<file path="config.mk">
export PLATFORM = sky130hd
export DESIGN_NAME = can_serial_frame_parser
export DESIGN_NICKNAME = d
export VERILOG_FILES = /design/src/design/csfp_pkg.sv /design/src/design/can_serial_frame_parser.sv
export VERILOG_INCLUDE_DIRS = /design/src /design/src/design
export SDC_FILE = /design/constraint.sdc
export NUM_CORES = 1
export LEC_CHECK = 0
export BUFFER_PORTS_ARGS = -buffer_cell sky130_fd_sc_hd__buf_4
export CELL_PAD_IN_SITES_DETAIL_PLACEMENT = 1
export CELL_PAD_IN_SITES_GLOBAL_PLACEMENT = 1
export CORE_ASPECT_RATIO = 0.5
export CORE_MARGIN = 4
export CORE_UTILIZATION = 47
export DETAILED_ROUTE_END_ITERATION = 12
export GPL_TIMING_DRIVEN = 0
export PLACE_DENSITY_LB_ADDON = 0.25
export REMOVE_ABC_BUFFERS = 1
export SLEW_MARGIN = 20
export SYNTH_ARGS = -nofsm -noshare
export SYNTH_HDL_FRONTEND = slang
export SYNTH_SLANG_ARGS = --single-unit
</file>
<file path="constraint.sdc">
create_clock -name clk -period 7.45 [get_ports clk]
set_input_delay 2.235 -clock clk [delete_from_list [all_inputs] [get_ports clk]]
set_output_delay 2.235 -clock clk [all_outputs]
set_load 0.01 [all_outputs]
</file>
<file path="src/design/can_serial_frame_parser_macros.svh">
// Assertion macros for the serial frame parser.
// Both macros sample on the rising edge of clk and are disabled while rst_n is low.
`ifndef CAN_SERIAL_FRAME_PARSER_MACROS_SVH
`define CAN_SERIAL_FRAME_PARSER_MACROS_SVH

`ifndef NO_ASSERTIONS
`define CSFP_ASSERT(label, cond) \
  label: assert property (@(posedge clk) disable iff (!rst_n) (cond)) \
    else $error("assertion failed: label");
`define CSFP_ASSERT_IMPL(label, ante, cons) \
  label: assert property (@(posedge clk) disable iff (!rst_n) (ante) |-> (cons)) \
    else $error("assertion failed: label");
`else
`define CSFP_ASSERT(label, cond)
`define CSFP_ASSERT_IMPL(label, ante, cons)
`endif

`endif

</file>
<file path="src/design/csfp_pkg.sv">
`default_nettype none
package csfp_pkg;

  localparam int MAX_FRAME_BYTES = 256;
  localparam int CAN_DATA_BYTES  = 8;

  // The position counter has to hold MAX_FRAME_BYTES itself.
  localparam int POS_W = $clog2(MAX_FRAME_BYTES + 1);

  localparam logic [7:0] HDR0 = 8'h66;
  localparam logic [7:0] HDR1 = 8'hCC;

  // Byte positions within a frame.
  localparam logic [POS_W-1:0] POS_HUNT = POS_W'(0);
  localparam logic [POS_W-1:0] POS_HDR1 = POS_W'(1);
  localparam logic [POS_W-1:0] POS_LENH = POS_W'(2);
  localparam logic [POS_W-1:0] POS_LENL = POS_W'(3);
  localparam logic [POS_W-1:0] POS_CMD  = POS_W'(4);
  localparam logic [POS_W-1:0] POS_TYPE = POS_W'(5);
  localparam logic [POS_W-1:0] POS_ID   = POS_W'(6);
  localparam logic [POS_W-1:0] POS_LEN  = POS_W'(10);
  localparam logic [POS_W-1:0] POS_DATA = POS_W'(11);
  localparam logic [POS_W-1:0] POS_MAX  = POS_W'(MAX_FRAME_BYTES);

  typedef enum logic [2:0] {
    KIND_CAN_FRAME = 3'd0,
    KIND_CLEAR_ACK = 3'd1,
    KIND_SET_ACK   = 3'd2,
    KIND_BAUD      = 3'd3,
    KIND_SUM_ERR   = 3'd4,
    KIND_OTHER     = 3'd5
  } kind_t;

  typedef enum logic [1:0] {
    REG_CAN_FRAME_CODE   = 2'd0,
    REG_CLEAR_ACK_CODE   = 2'd1,
    REG_SET_ACK_CODE     = 2'd2,
    REG_BAUD_REPORT_CODE = 2'd3
  } cfg_reg_t;

  localparam logic [7:0] RST_CAN_FRAME_CODE   = 8'd48;
  localparam logic [7:0] RST_CLEAR_ACK_CODE   = 8'd25;
  localparam logic [7:0] RST_SET_ACK_CODE     = 8'd24;
  localparam logic [7:0] RST_BAUD_REPORT_CODE = 8'd19;

endpackage
`default_nettype wire

</file>
<file path="src/design/can_serial_frame_parser.sv">
// Byte-serial parser for length-prefixed frames that carry CAN traffic.
// Input channel (in_valid/in_ready/in_rx_byte) takes one received serial
// byte per item. The parser hunts for the header 0x66 0xCC, reads a 16-bit
// big-endian length and collects a command byte, a payload and a checksum.
// When the checksum byte is accepted, one result item is produced on the
// output channel (out_valid/out_ready/out_*); all other bytes produce none.
// The result is valid in the cycle after the checksum byte is accepted.
// Throughput: one byte per cycle while no result waits on the output, set by
// the single register stage holding the parse state and the output register.
// The output register holds a result until the receiver takes it. While a
// result waits and out_ready is low, in_ready is low and no byte is taken;
// a new byte is taken in the same cycle as the waiting result leaves, so
// stalls on the output side pass straight back to the input side.
// The configuration channel (cfg_valid/cfg_ready/cfg_index/cfg_data)
// writes the four command codes; it is always ready.
// Synchronous active-low reset returns the parser to header hunting,
// empties the output register and loads the default command codes.
`default_nettype none
`include "can_serial_frame_parser_macros.svh"
module can_serial_frame_parser (
  input  wire logic        clk,
  input  wire logic        rst_n,
  // Byte input
  input  wire logic        in_valid,
  output logic             in_ready,
  input  wire logic [7:0]  in_rx_byte,
  // Result output
  output logic             out_valid,
  input  wire logic        out_ready,
  output logic [2:0]       out_kind,
  output logic [7:0]       out_can_type,
  output logic [31:0]      out_can_id,
  output logic [3:0]       out_data_len,
  output logic [63:0]      out_data_bytes,
  output logic             out_status_ok,
  output logic [7:0]       out_filter_index,
  output logic [10:0]      out_baud_kbps,
  // Configuration writes
  input  wire logic        cfg_valid,
  output logic             cfg_ready,
  input  wire csfp_pkg::cfg_reg_t cfg_index,
  input  wire logic [7:0]  cfg_data
);
  import csfp_pkg::*;

  // Command code registers.
  logic [7:0] can_code_r, clear_code_r, set_code_r, baud_code_r;

  // Parse state.
  logic [POS_W-1:0] pos_r, pos_nxt;
  logic [15:0]      rem_r, rem_nxt;
  logic [7:0]       len_hi_r, len_hi_nxt;
  logic [7:0]       sum_r, sum_nxt;
  logic [7:0]       cmd_r, cmd_nxt;
  logic [7:0]       type_r, type_nxt;   // also the ack status byte
  logic [31:0]      id_r, id_nxt;
  logic [7:0]       dlen_r, dlen_nxt;
  logic [63:0]      data_r, data_nxt;

  // Output register.
  logic        out_valid_r, out_valid_nxt;
  kind_t       kind_r, kind_nxt;
  logic [7:0]  can_type_r, can_type_nxt;
  logic [31:0] can_id_r, can_id_nxt;
  logic [3:0]  data_len_r, data_len_nxt;
  logic [63:0] data_bytes_r, data_bytes_nxt;
  logic        status_ok_r, status_ok_nxt;
  logic [7:0]  filter_idx_r, filter_idx_nxt;
  logic [10:0] baud_r, baud_nxt;

  logic in_acc;
  logic out_acc;

  assign in_ready  = !out_valid_r || out_ready;
  assign cfg_ready = 1'b1;
  assign in_acc    = in_valid && in_ready;
  assign out_acc   = out_valid_r && out_ready;

  // Configuration registers.
  always_ff @(posedge clk) begin
    if (!rst_n) begin
      can_code_r   <= RST_CAN_FRAME_CODE;
      clear_code_r <= RST_CLEAR_ACK_CODE;
      set_code_r   <= RST_SET_ACK_CODE;
      baud_code_r  <= RST_BAUD_REPORT_CODE;
    end else if (cfg_valid) begin
      unique case (cfg_index)
        REG_CAN_FRAME_CODE:   can_code_r   <= cfg_data;
        REG_CLEAR_ACK_CODE:   clear_code_r <= cfg_data;
        REG_SET_ACK_CODE:     set_code_r   <= cfg_data;
        REG_BAUD_REPORT_CODE: baud_code_r  <= cfg_data;
        default: ;
      endcase
    end
  end

  // One byte of parsing per accepted item. The result fields come from the
  // stored frame fields, so the checksum byte only drives the compare.
  always_comb begin
    logic [POS_W-1:0] pos_eff;
    logic [15:0]      flen;
    logic [15:0]      rem_dec;
    logic [3:0]       n;
    logic [10:0]      idx_ext;

    pos_eff = (pos_r >= POS_MAX) ? POS_HUNT : pos_r;
    flen    = {len_hi_r, in_rx_byte};
    rem_dec = rem_r - 16'd1;
    n       = (dlen_r > 8'(CAN_DATA_BYTES)) ? 4'(CAN_DATA_BYTES) : dlen_r[3:0];
    idx_ext = {3'b000, id_r[31:24]};

    pos_nxt    = pos_r;
    rem_nxt    = rem_r;
    len_hi_nxt = len_hi_r;
    sum_nxt    = sum_r;
    cmd_nxt    = cmd_r;
    type_nxt   = type_r;
    id_nxt     = id_r;
    dlen_nxt   = dlen_r;
    data_nxt   = data_r;

    out_valid_nxt  = out_valid_r && !out_acc;
    kind_nxt       = kind_r;
    can_type_nxt   = can_type_r;
    can_id_nxt     = can_id_r;
    data_len_nxt   = data_len_r;
    data_bytes_nxt = data_bytes_r;
    status_ok_nxt  = status_ok_r;
    filter_idx_nxt = filter_idx_r;
    baud_nxt       = baud_r;

    if (in_acc) begin
      if (pos_eff == POS_HUNT) begin
        pos_nxt = (in_rx_byte == HDR0) ? POS_HDR1 : POS_HUNT;
        rem_nxt = 16'd0;
      end else if (pos_eff == POS_HDR1) begin
        if (in_rx_byte == HDR1) begin
          pos_nxt  = POS_LENH;
          rem_nxt  = 16'd2;
          cmd_nxt  = 8'd0;
          type_nxt = 8'd0;
          id_nxt   = 32'd0;
          dlen_nxt = 8'd0;
          data_nxt = 64'd0;
        end else begin
          // The failing byte is not retried as a first header byte.
          pos_nxt = POS_HUNT;
          rem_nxt = 16'd0;
        end
      end else if (pos_eff == POS_LENH) begin
        len_hi_nxt = in_rx_byte;
        sum_nxt    = in_rx_byte;
        pos_nxt    = POS_LENL;
      end else if (pos_eff == POS_LENL) begin
        sum_nxt = sum_r + in_rx_byte;
        if (flen < 16'd2) begin
          // Too short to hold a command and a checksum: drop the frame.
          pos_nxt = POS_HUNT;
          rem_nxt = 16'd0;
        end else begin
          pos_nxt = POS_CMD;
          rem_nxt = flen;
        end
      end else begin
        rem_nxt = rem_dec;
        if (rem_dec == 16'd0) begin
          // Checksum byte: build the result.
          pos_nxt        = POS_HUNT;
          out_valid_nxt  = 1'b1;
          can_type_nxt   = 8'd0;
          can_id_nxt     = 32'd0;
          data_len_nxt   = 4'd0;
          data_bytes_nxt = 64'd0;
          status_ok_nxt  = 1'b0;
          filter_idx_nxt = 8'd0;
          baud_nxt       = 11'd0;
          if (in_rx_byte != sum_r) begin
            kind_nxt = KIND_SUM_ERR;
          end else if (cmd_r == can_code_r) begin
            kind_nxt     = KIND_CAN_FRAME;
            can_type_nxt = type_r;
            can_id_nxt   = id_r;
            data_len_nxt = n;
            for (int i = 0; i < CAN_DATA_BYTES; i++) begin
              if (4'(i) < n) begin
                data_bytes_nxt[8*i +: 8] = data_r[8*i +: 8];
              end
            end
          end else if (cmd_r == clear_code_r) begin
            kind_nxt      = KIND_CLEAR_ACK;
            status_ok_nxt = (type_r == 8'd0);
          end else if (cmd_r == set_code_r) begin
            kind_nxt       = KIND_SET_ACK;
            status_ok_nxt  = (type_r == 8'd0);
            filter_idx_nxt = id_r[31:24];
          end else if (cmd_r == baud_code_r) begin
            kind_nxt = KIND_BAUD;
            baud_nxt = (idx_ext << 2) + idx_ext;
          end else begin
            kind_nxt = KIND_OTHER;
          end
        end else begin
          sum_nxt = sum_r + in_rx_byte;
          pos_nxt = pos_eff + POS_W'(1);
          if (pos_eff == POS_CMD) begin
            cmd_nxt = in_rx_byte;
          end else if (pos_eff == POS_TYPE) begin
            type_nxt = in_rx_byte;
          end else if (pos_eff == POS_LEN) begin
            dlen_nxt = in_rx_byte;
          end
          // Identifier arrives big-endian, data bytes first in lowest octet.
          for (int i = 0; i < 4; i++) begin
            if (pos_eff == POS_ID + POS_W'(i)) begin
              id_nxt[8*(3-i) +: 8] = in_rx_byte;
            end
          end
          for (int i = 0; i < CAN_DATA_BYTES; i++) begin
            if (pos_eff == POS_DATA + POS_W'(i)) begin
              data_nxt[8*i +: 8] = in_rx_byte;
            end
          end
        end
      end
    end
  end

  always_ff @(posedge clk) begin
    if (!rst_n) begin
      pos_r       <= POS_HUNT;
      rem_r       <= 16'd0;
      sum_r       <= 8'd0;
      out_valid_r <= 1'b0;
    end else begin
      pos_r       <= pos_nxt;
      rem_r       <= rem_nxt;
      sum_r       <= sum_nxt;
      out_valid_r <= out_valid_nxt;
    end
  end

  always_ff @(posedge clk) begin
    len_hi_r     <= len_hi_nxt;
    cmd_r        <= cmd_nxt;
    type_r       <= type_nxt;
    id_r         <= id_nxt;
    dlen_r       <= dlen_nxt;
    data_r       <= data_nxt;
    kind_r       <= kind_nxt;
    can_type_r   <= can_type_nxt;
    can_id_r     <= can_id_nxt;
    data_len_r   <= data_len_nxt;
    data_bytes_r <= data_bytes_nxt;
    status_ok_r  <= status_ok_nxt;
    filter_idx_r <= filter_idx_nxt;
    baud_r       <= baud_nxt;
  end

  assign out_valid        = out_valid_r;
  assign out_kind         = kind_r;
  assign out_can_type     = can_type_r;
  assign out_can_id       = can_id_r;
  assign out_data_len     = data_len_r;
  assign out_data_bytes   = data_bytes_r;
  assign out_status_ok    = status_ok_r;
  assign out_filter_index = filter_idx_r;
  assign out_baud_kbps    = baud_r;

  // The position counter never runs past the frame buffer size.
  `CSFP_ASSERT(a_pos_bound, pos_r <= POS_MAX)
  // Inside the body of a frame, at least the checksum byte is still expected.
  `CSFP_ASSERT_IMPL(a_rem_live, pos_r >= POS_CMD, rem_r != 16'd0)
  // Only CAN frame results carry CAN fields.
  `CSFP_ASSERT_IMPL(a_can_fields, out_valid_r && kind_r != KIND_CAN_FRAME, data_len_r == 4'd0 && can_id_r == 32'd0 && data_bytes_r == 64'd0)

endmodule
`default_nettype wire

</file>
==> flow_results.org, run 1 <==
** Outcome
- The flow ran to the end, and the final reports show no timing, DRC or antenna violations.

** Clock network
- Number of buffers on the longest clock path :: 3
- Depth of the CTS H-tree :: 1
- Total clock buffers created by CTS :: 29
- Once the clock tree was built, the setup fixing pass inserted 0 buffers.
- TritonCTS built the clock tree.
- Gates resized during post-CTS repair numbered 0.
- Clock Sink Count :: 325
- Buffers inserted to repair hold after CTS numbered 0.
- The tree is rooted in a sky130_fd_sc_hd__clkbuf_16.
- The later pin in the worst-skew pair is clocked with a latency of 0.58 ns.
- Clock-pin slew was measured on the worst setup and hold paths at 0.07 ns.

** Yosys
- Top flip-flop cell by instance count after synthesis :: sky130_fd_sc_hd__edfxtp_1
- Number of instances in the synthesized netlist :: 1,079
- Number of flip-flops and latches in the synthesized netlist :: 325
- Count of unique library cells instantiated by Yosys :: 67
- Proportion of register bits with asynchronous set or reset after synthesis :: 0%
- By area the synthesized netlist is led by sky130_fd_sc_hd__edfxtp_1 (57%), sky130_fd_sc_hd__dfxtp_1 (9.7%), sky130_fd_sc_hd__and2_1 (5.5%).
- The Yosys step of the flow raised 0 warnings.
- After Yosys synthesis, XOR and XNOR cells account for 3.15% of the synthesized area.
- Of the post-synthesis cell area, the dominant cell type holds 57.1%.
- A synthesized cell averages 12.6 µm².
- Share of cell area taken by muxes after synthesis :: 1.47%
- Adder-Cell Fraction of Synth Area :: 2.04%
- Share of synthesized cell area in and, or, nand and nor gates :: 16.6%
- The biggest area contributor in the post-synthesis netlist is sky130_fd_sc_hd__edfxtp_1.
- Yosys mapped a number of flops with a built-in enable equal to 259.
- Share of the synthesized area in compound gates (AO/OA/AOI/OAI) :: 7.80%
- Register area share after synthesis :: 66.8%
- Netlist Area Pre-Place :: 0.0136 mm²
- Main combinational cell family by area after synthesis :: simple AND/OR/NAND/NOR gates

** Detailed routing
- Detailed-routing wirelength on met1 :: 15,900 µm
- In the final routed layout, each cell accounts on average for 23.2 µm.
- Iteration-0 DRC Markers :: 646
- Detailed-routed wire length on met3 :: 1750 µm
- Routed length on met2 :: 19,300 µm
- Signal routing reaches up to met4.
- Summed over all layers, the routed wires come to 37,700 µm.
- Number of iterations in the first detailed-routing pass :: 5
- Detailed-route via count :: 9,159
- Antenna Violating Nets Remaining :: 0
- After detailed routing, the number of remaining DRC violations is 0.
- Post-DR vias/cell :: 5.62

** Timing
- Across all setup checks in the final design, the least slack found is 2.40 ns.
- Remaining max-slew budget at the tightest pin :: 28.8%
- In the final timing run, aggregate negative setup slack is 0 ns.
- The worst path needs 5.05 ns of the cycle, external delays included.
- Number of hold-slack violations in the final timing report :: 0
- Setup violations remaining at the end of the flow were counted as 0.
- Fmax :: 198 MHz
- For the pin with the worst max-slew slack, the measured transition is 1.06 ns.
- RSZ-0062 raised after global routing :: no
- Final Slew Violations :: 0
- Across the routed clock network, the largest skew measured is 0.0188 ns.
- After layout, the worst path uses 67.8% of the clock period.

** Placed design
- Timing analysis after detailed placement gives a worst setup slack of 1.93 ns.
- The congestion estimate from routability-driven global placement came to 0.868.
- Post-Place Cells :: 1,578
- Port buffering added 155 buffers.
- Dpl hpwl :: 25,600 µm

** Pwr
- The share of total power dissipated in the clock network is 39.6%.
- VDD sags by at most 153 µV.
- For this design the total switching power over the nets is 0.848 mW.
- Dividing total power by cell area gives a power density of 226 mW/mm².
- The share of total power dissipated in combinational logic is 5.9%.
- For this design the static power due to leakage is 5.56 nW.
- Fraction of power spent switching nets :: 23.3%
- The internal power of the cells totals 2.79 mW.
- Share of power burned in registers :: 54.4%

** Layout
- The multi-input combinational cells in the finished layout cover a total of 0.00428 mm².
- Total Nets Final :: 1,271
- Share of post-route cells with drive strength above 1 :: 18.6%
- The number of antenna diodes in the final layout is 0.
- Register area :: 0.00910 mm²
- FILL cells :: 2,863
- Utilization of the core after routing :: 57.1%
- Area growth from synthesis to layout :: 18.1%
- The count of cells in the finished layout, fillers not included, comes to 1,629.

** Floorplan
- Initial standard-cell utilization of the core :: 48.4%
- The die covers 0.0319 mm².
- Placeable core region :: 0.0281 mm²
- Pin placement for this block handled 157 I/O pins.
- In this run the vertical extent of the chip is 128 µm.
- Number of rows in the core area :: 43
- From left edge to right edge, the die measures 249 µm.

** Global routing
- Overflow left after global routing :: 0
- Pin count of the biggest net entering global routing :: 77
- Via count of the first global-routing pass :: 9,808
- The first global-routing pass estimated 57,900 µm of wire.
- Number of antenna violations at the first check in global routing :: 0
- Across every metal layer, demand over resource in global routing totals 23.4%.

** Flow run
- The tool flagged a number of max-cap violations equal to 0.

** Critical path
- Endpoint of the worst register-to-register path :: out_data_bytes[45]
- Setup CP Type :: in2reg
- Critical Path Source Type :: primary input
- R2R Setup Slk :: 3.19 ns
- The worst setup path is captured at a flop.
- Required time of the critical path :: 7.85 ns
- R2R cell count :: 9
- Of all nets on the critical path, the largest fanout is 17.
- The startpoint identified for the worst register-to-register timing path is pos_r[8].
- Data arrival, critical path :: 5.45 ns

** Worst hold path
- Source of the worst hold timing path :: clear_code_r[2]
- Hold path cells :: 2
- Hold Path End :: clear_code_r[2]
- Worst min-delay path category :: reg2reg
-- flip-flops by register name (all words and copies together) (netlist names) --
name and count:
data_r 64, out_data_bytes 64, id_r 32, out_can_id 32, rem_r 16, out_baud_kbps 11
pos_r 9, baud_code_r 8, can_code_r 8, clear_code_r 8, cmd_r 8, dlen_r 8
len_hi_r 8, out_can_type 8, out_filter_index 8, set_code_r 8, sum_r 8, type_r 8
out_data_len 4, out_kind 3, out_status_ok 1, out_valid 1
-- kinds of logic (layout without fill, tap and decap cells) --
group	Yosys count	in the layout
xor+xnor	49	49
fa+ha+maj	21	21
buf+inv	68	236
mux	20	20
compound gates	156	156
flops	325	325
other cells	1	1
simple gates	439	439
-- cells in the final DEF (no fill, tap or decap), types with 23 or more instances in the layout --
master                        n
sky130_fd_sc_hd__clkbuf_16   30
sky130_fd_sc_hd__nand3_1     27
sky130_fd_sc_hd__buf_4      158
sky130_fd_sc_hd__nor3_1      32
sky130_fd_sc_hd__edfxtp_1   259
sky130_fd_sc_hd__nor2_1      86
sky130_fd_sc_hd__nand2_1    100
sky130_fd_sc_hd__xor2_1      30
sky130_fd_sc_hd__inv_1       23
sky130_fd_sc_hd__dfxtp_1     66
sky130_fd_sc_hd__a21oi_1     45
sky130_fd_sc_hd__and2_1     119
-- stage by stage --
| step | power [mW] | area, µm² | hold slack, ns |
|---|---|---|---|
| global route | 3.77 | 16100 | 0.501 |
| CTS | 3.66 | 16100 | 0.472 |
| finish | 3.64 | 16100 | 0.472 |
| detailed placement | 2.23 | 15200 | 0.462 |
| global placement | 2.22 | 15100 | 0.455 |
| floorplan | 2.15 | 13400 | 0.444 |
-- worst max path at each step --
stage | startpoint | to | slack, ns | cells past startpoint
after CTS | in_rx_byte[4] | out_baud_kbps[10] | 2.45 | 8
final | in_rx_byte[4] | out_baud_kbps[10] | 2.40 | 8
after floorplan | out_ready | out_baud_kbps[0] | 0.92 | 6
after detailed placement | in_rx_byte[4] | out_baud_kbps[10] | 1.93 | 8
after global placement | out_ready | out_can_id[14] | -0.49 | 7
after global routing | in_rx_byte[4] | out_baud_kbps[10] | 2.20 | 8
-- critical path: stages --
cell and delay, ns:
sky130_fd_sc_hd__buf_4 0.16, sky130_fd_sc_hd__ha_1 0.39, sky130_fd_sc_hd__nor4_1 0.39, sky130_fd_sc_hd__nand3_1 0.73, sky130_fd_sc_hd__nor2_1 0.31, sky130_fd_sc_hd__nand2_1 0.25
sky130_fd_sc_hd__or3_1 0.65, sky130_fd_sc_hd__nor3_1 0.30
-- area by class of cell --
type	instances	area share [%]
well taps	382	2.97
clock buffers	34	4.82
inverters	25	0.615
flip-flops and latches	325	56.6
multi-input cells	686	26.6
clock inverters	17	0.669
repair buffers	160	7.72
-- power by group through the flow --
stage	combinational, mW	clock (mW)	sequential [mW]
floorplan	0.135	0	2.02
global placement	0.197	0	2.02
detailed placement	0.210	0	2.02
CTS	0.213	1.46	1.98
global route	0.236	1.55	1.98
finish	0.216	1.44	1.98
-- routing by layer --
metal	vias to the layer above	global-route usage, %
met5	-	0
met4	0	5.21
met3	61	3.82
met2	248	42.3
met1	4662	30.2
li1	4188	-
-- Yosys cell counts, types with 4 or more instances --
cell type	number
sky130_fd_sc_hd__or2_2	5
sky130_fd_sc_hd__buf_2	4
sky130_fd_sc_hd__xnor2_1	19
sky130_fd_sc_hd__and3_1	5
sky130_fd_sc_hd__o31ai_1	6
sky130_fd_sc_hd__a211oi_1	16
sky130_fd_sc_hd__clkbuf_1	31
sky130_fd_sc_hd__a21o_1	9
sky130_fd_sc_hd__buf_1	4
sky130_fd_sc_hd__mux2i_1	20
sky130_fd_sc_hd__a31oi_1	5
sky130_fd_sc_hd__nand3_1	27
sky130_fd_sc_hd__nand2_1	100
sky130_fd_sc_hd__o21ai_0	23
sky130_fd_sc_hd__o21bai_1	6
sky130_fd_sc_hd__inv_1	25
sky130_fd_sc_hd__edfxtp_1	259
sky130_fd_sc_hd__ha_1	19
sky130_fd_sc_hd__nor2_1	89
sky130_fd_sc_hd__nor4_1	17
sky130_fd_sc_hd__xor2_1	30
sky130_fd_sc_hd__o21a_1	6
sky130_fd_sc_hd__o211a_1	4
sky130_fd_sc_hd__a21oi_1	46
sky130_fd_sc_hd__o211ai_1	6
sky130_fd_sc_hd__or3_1	9
sky130_fd_sc_hd__and2_1	119
sky130_fd_sc_hd__dfxtp_1	66
sky130_fd_sc_hd__nand4_1	7
sky130_fd_sc_hd__nor3_1	32
sky130_fd_sc_hd__nor2b_1	9
Power figures use the tool's default switching activity.
==> inputs of run 2 (changes only) <==
Settings changed: ABC_AREA from default to 1, CORE_UTILIZATION 47 to 42.
Clock period 7.45 ns to 4.45 ns, I/O delays scaled along.
==> run 2 against run 1 <==
Cell count up 19%. Combinational power up 76%. Utilization down 5.5 points. Cell area up 2.7%. Total power up 71%. Via count up 7.0%. Register-to-register slack worse by 2.6 ns. Setup slack worse by 1.9 ns.
==> flow_results.org, run 2 <==
** Timing
- Min Hold Slack :: 0.466 ns
- Remaining max-slew budget at the tightest pin :: 38.5%
- RSZ-0062 raised after global routing :: no
- The number of max-slew violations in the final report came to 0.
- Clock tree skew after final layout :: 0.0110 ns
- The number of hold violations in the final report came to 0.
- Time the worst path needs with I/O delays and setup :: 4.00 ns
- Fmax :: 250 MHz
- Number of endpoints failing setup at the final stage :: 0
- Fraction of the cycle the final worst path needs :: 89.8%
- For the pin with the worst max-slew slack, the measured transition is 0.916 ns.

** Global routing
- All-layer global routing usage :: 20.4%
- Entering global routing, the biggest net connects 46 pins.
- Number of antenna violations at the first check in global routing :: 0
- The via count of the first global-routing pass is 10,300.
- The first global-routing pass estimated 57,600 µm of wire.
- Overflow left after global routing :: 0

** Critical path
- Dominant cell type by count on the critical path :: sky130_fd_sc_hd__buf_16
- Kind of cell with the highest combined delay on the critical path :: simple AND/OR/NAND/NOR gates
- Counting both buffers and inverters, the worst setup path holds a total of 6.
- The setup path with the least slack is of type in2reg.
- Highest net fanout along the worst path :: 26
- Data on the critical path is required at its endpoint by 4.74 ns.
- Crit-path max cell delay :: 0.67 ns
- STA classifies the critical path startpoint as a primary input.
- The worst setup path is captured at a flop.
- Walking the worst path, the cells encountered are buf_4 -> nor2_1 -> inv_1 -> nand2_1 -> inv_1 -> o21ai_2 -> nor2_4 -> nand2_2 -> nor2_4 -> buf_16 -> buf_16 -> buf_16.
- Data arrival, critical path :: 4.29 ns
- The slowest stage of the critical path belongs to the cell sky130_fd_sc_hd__nor2_4.

** Detailed routing
- The detailed router placed 9,801 vias in this run.
- Iteration-0 DRC Markers :: 634
- For this run, design rule violations remaining after detail routing come to 0.
- Number of iterations in the first detailed-routing pass :: 5
- For this block, the routed nets add up to 37,300 µm of wire.
- Dividing the detail-routed via count by the number of cells gives 5.07.
- In this run the remaining antenna-violating nets after routing total 0.
- Final routed wire length divided by cell count :: 19.3 µm

** Pwr
- Power spread over the standard cell area amounts to 378 mW/mm².
- The completed layout was analyzed and its total power is 6.24 mW.
- The worst-case IR drop observed on VDD is 325 µV.
- In this run the static leakage power is 7.10 nW.

** Floorplan
- Number of top-level design ports :: 157
- The die covers 0.0360 mm².
- The floorplan step set the die width to 264 µm.
- Initial standard-cell utilization of the core :: 43.1%
- The floorplan has 46 rows.
- The floorplan step set the die height to 136 µm.
- Placeable core region :: 0.0320 mm²

** Outcome
- The run finished with clean final reports.

** Yosys
- Synthesis instantiated 52 different standard cells from the library.
- After synthesis, the mean cell area works out to 10.5 µm².
- Among all cell types in the netlist, the one instantiated most often is sky130_fd_sc_hd__edfxtp_1.
- In the synthesized netlist the dominant register cell turns out to be sky130_fd_sc_hd__edfxtp_1.
- Warnings, synthesis :: 0
- In this run the biggest area consumer among cell types represents 56.4% of the synthesized area.
- Library cell with the largest summed area after synthesis :: sky130_fd_sc_hd__edfxtp_1
- Register area share after synthesis :: 66.0%
- Synthesis inferred 325 register bits.
- After synthesis, the share of flip-flops with an asynchronous set or reset is 0%.
- Cells taking the most area after synthesis :: sky130_fd_sc_hd__edfxtp_1 (56%), sky130_fd_sc_hd__dfxtp_1 (9.6%), sky130_fd_sc_hd__nor2_1 (7.0%)
- Number of instances in the synthesized netlist :: 1,310
- Ranked by instance count, the synthesized netlist is headed by sky130_fd_sc_hd__edfxtp_1 (259), sky130_fd_sc_hd__nor2_1 (257), sky130_fd_sc_hd__inv_1 (187).
- EDFF count, synth :: 259
- The mapped netlist covers 0.0138 mm².

** Layout
- FILL cells :: 3,539
- Area growth from synthesis to layout :: 19.7%
- The number of antenna diodes in the final layout is 0.
- At the end of the flow, the number of nets in the layout was 1,520.
- Most common cell after layout, fill and taps aside :: sky130_fd_sc_hd__edfxtp_1
- Share of post-route cells with drive strength above 1 :: 18.3%
- In the layout the commonest cells are sky130_fd_sc_hd__edfxtp_1 (259), sky130_fd_sc_hd__nor2_1 (248), sky130_fd_sc_hd__inv_1 (186).

** Clock network
- Number of buffers on the longest clock path :: 3
- Hold Buf Count CTS :: 0
- The clock net in this run drives a total of 325 sinks.
- Clock root buffer :: sky130_fd_sc_hd__clkbuf_16
- Number of setup buffers added after CTS :: 0
- Worst-skew pair later-pin latency :: 0.59 ns
- TritonCTS built the clock tree.
- Total clock buffers created by CTS :: 30
- Clock-pin slew was measured on the worst setup and hold paths at 0.07 ns.
- Depth of the CTS H-tree :: 1
- Cells resized by post-CTS repair :: 0

** Flow run
- The tool flagged a number of max-cap violations equal to 0.

** Worst hold path
- The path class of the tightest hold or removal check is reg2reg.

** Placed design
- RePlAce Congestion :: 0.855
- During placement, the flow inserted port buffers numbering 155.
- Dpl hpwl :: 26,700 µm
run 2: final cells by class:
type	instances	area, µm²	share of cell area [%]
Sequential cell	325	9100	55.1
Clock buffer	32	758	4.59
Inverter	201	757	4.58
Multi-Input combinational cell	756	3840	23.3
Clock inverter	24	203	1.23
Tap cell	432	541	3.27
Timing Repair Buffer	162	1320	7.99
run 2: cell families after synthesis:
logic type / Yosys count / share of synthesized area [%]
other cells: 1 / 0.0272
flops: 325 / 66.0
buf+inv: 229 / 6.54
xor+xnor: 34 / 2.16
fa+ha+maj: 21 / 2.01
compound gates: 137 / 5.75
simple gates: 563 / 17.6
run 2: path summary, 6_finish.rpt:
check | startpoint | endpoint | slack, ns | depth (start not counted)
max | out_ready | out_baud_kbps[0] | 0.45 | 12
min | pos_r[4] | pos_r[4] | 0.47 | 2
min reg2reg | pos_r[4] | pos_r[4] | 0.47 | 2
max reg2reg | pos_r[8] | id_r[15] | 0.64 | 9
run 2: per-layer routing:
| metal | global-route usage, % | routed length [µm] | vias to the layer above |
|---|---|---|---|
| met4 | 5.13 | 946 | 0 |
| met2 | 35.7 | 18400 | 201 |
| met3 | 3.16 | 1490 | 59 |
| met5 | 0 | 0 | - |
| met1 | 27.1 | 16400 | 4882 |
| li1 | - | - | 4659 |
run 2: report_power, final:
group | switching [mW] | internal, mW
clock | 1.18 | 1.36
sequential | 0.0220 | 3.30
combinational | 0.266 | 0.115
total | 1.47 | 4.77
run 2: tightest hold or removal path, delay by kind of cell (launching register included):
family,cells,cell delay [ns]
AND/OR/NAND/NOR,1,0.06
flip-flops,1,0.31
AO/OA/AOI/OAI,1,0.05
run 2: through the flow:
step	setup TNS, ns	setup slack, ns	std cells	instance area, µm²	util, %
after floorplan	-532.49	-4.04	1282	13600	-
after global placement	-873.89	-6.63	1869	15400	48.0
after detailed placement	-2.96	-0.116	1876	15500	48.5
after CTS	0	0.499	1932	16500	51.5
after global routing	0	0.204	1932	16500	51.6
final	0	0.453	1932	16500	51.6
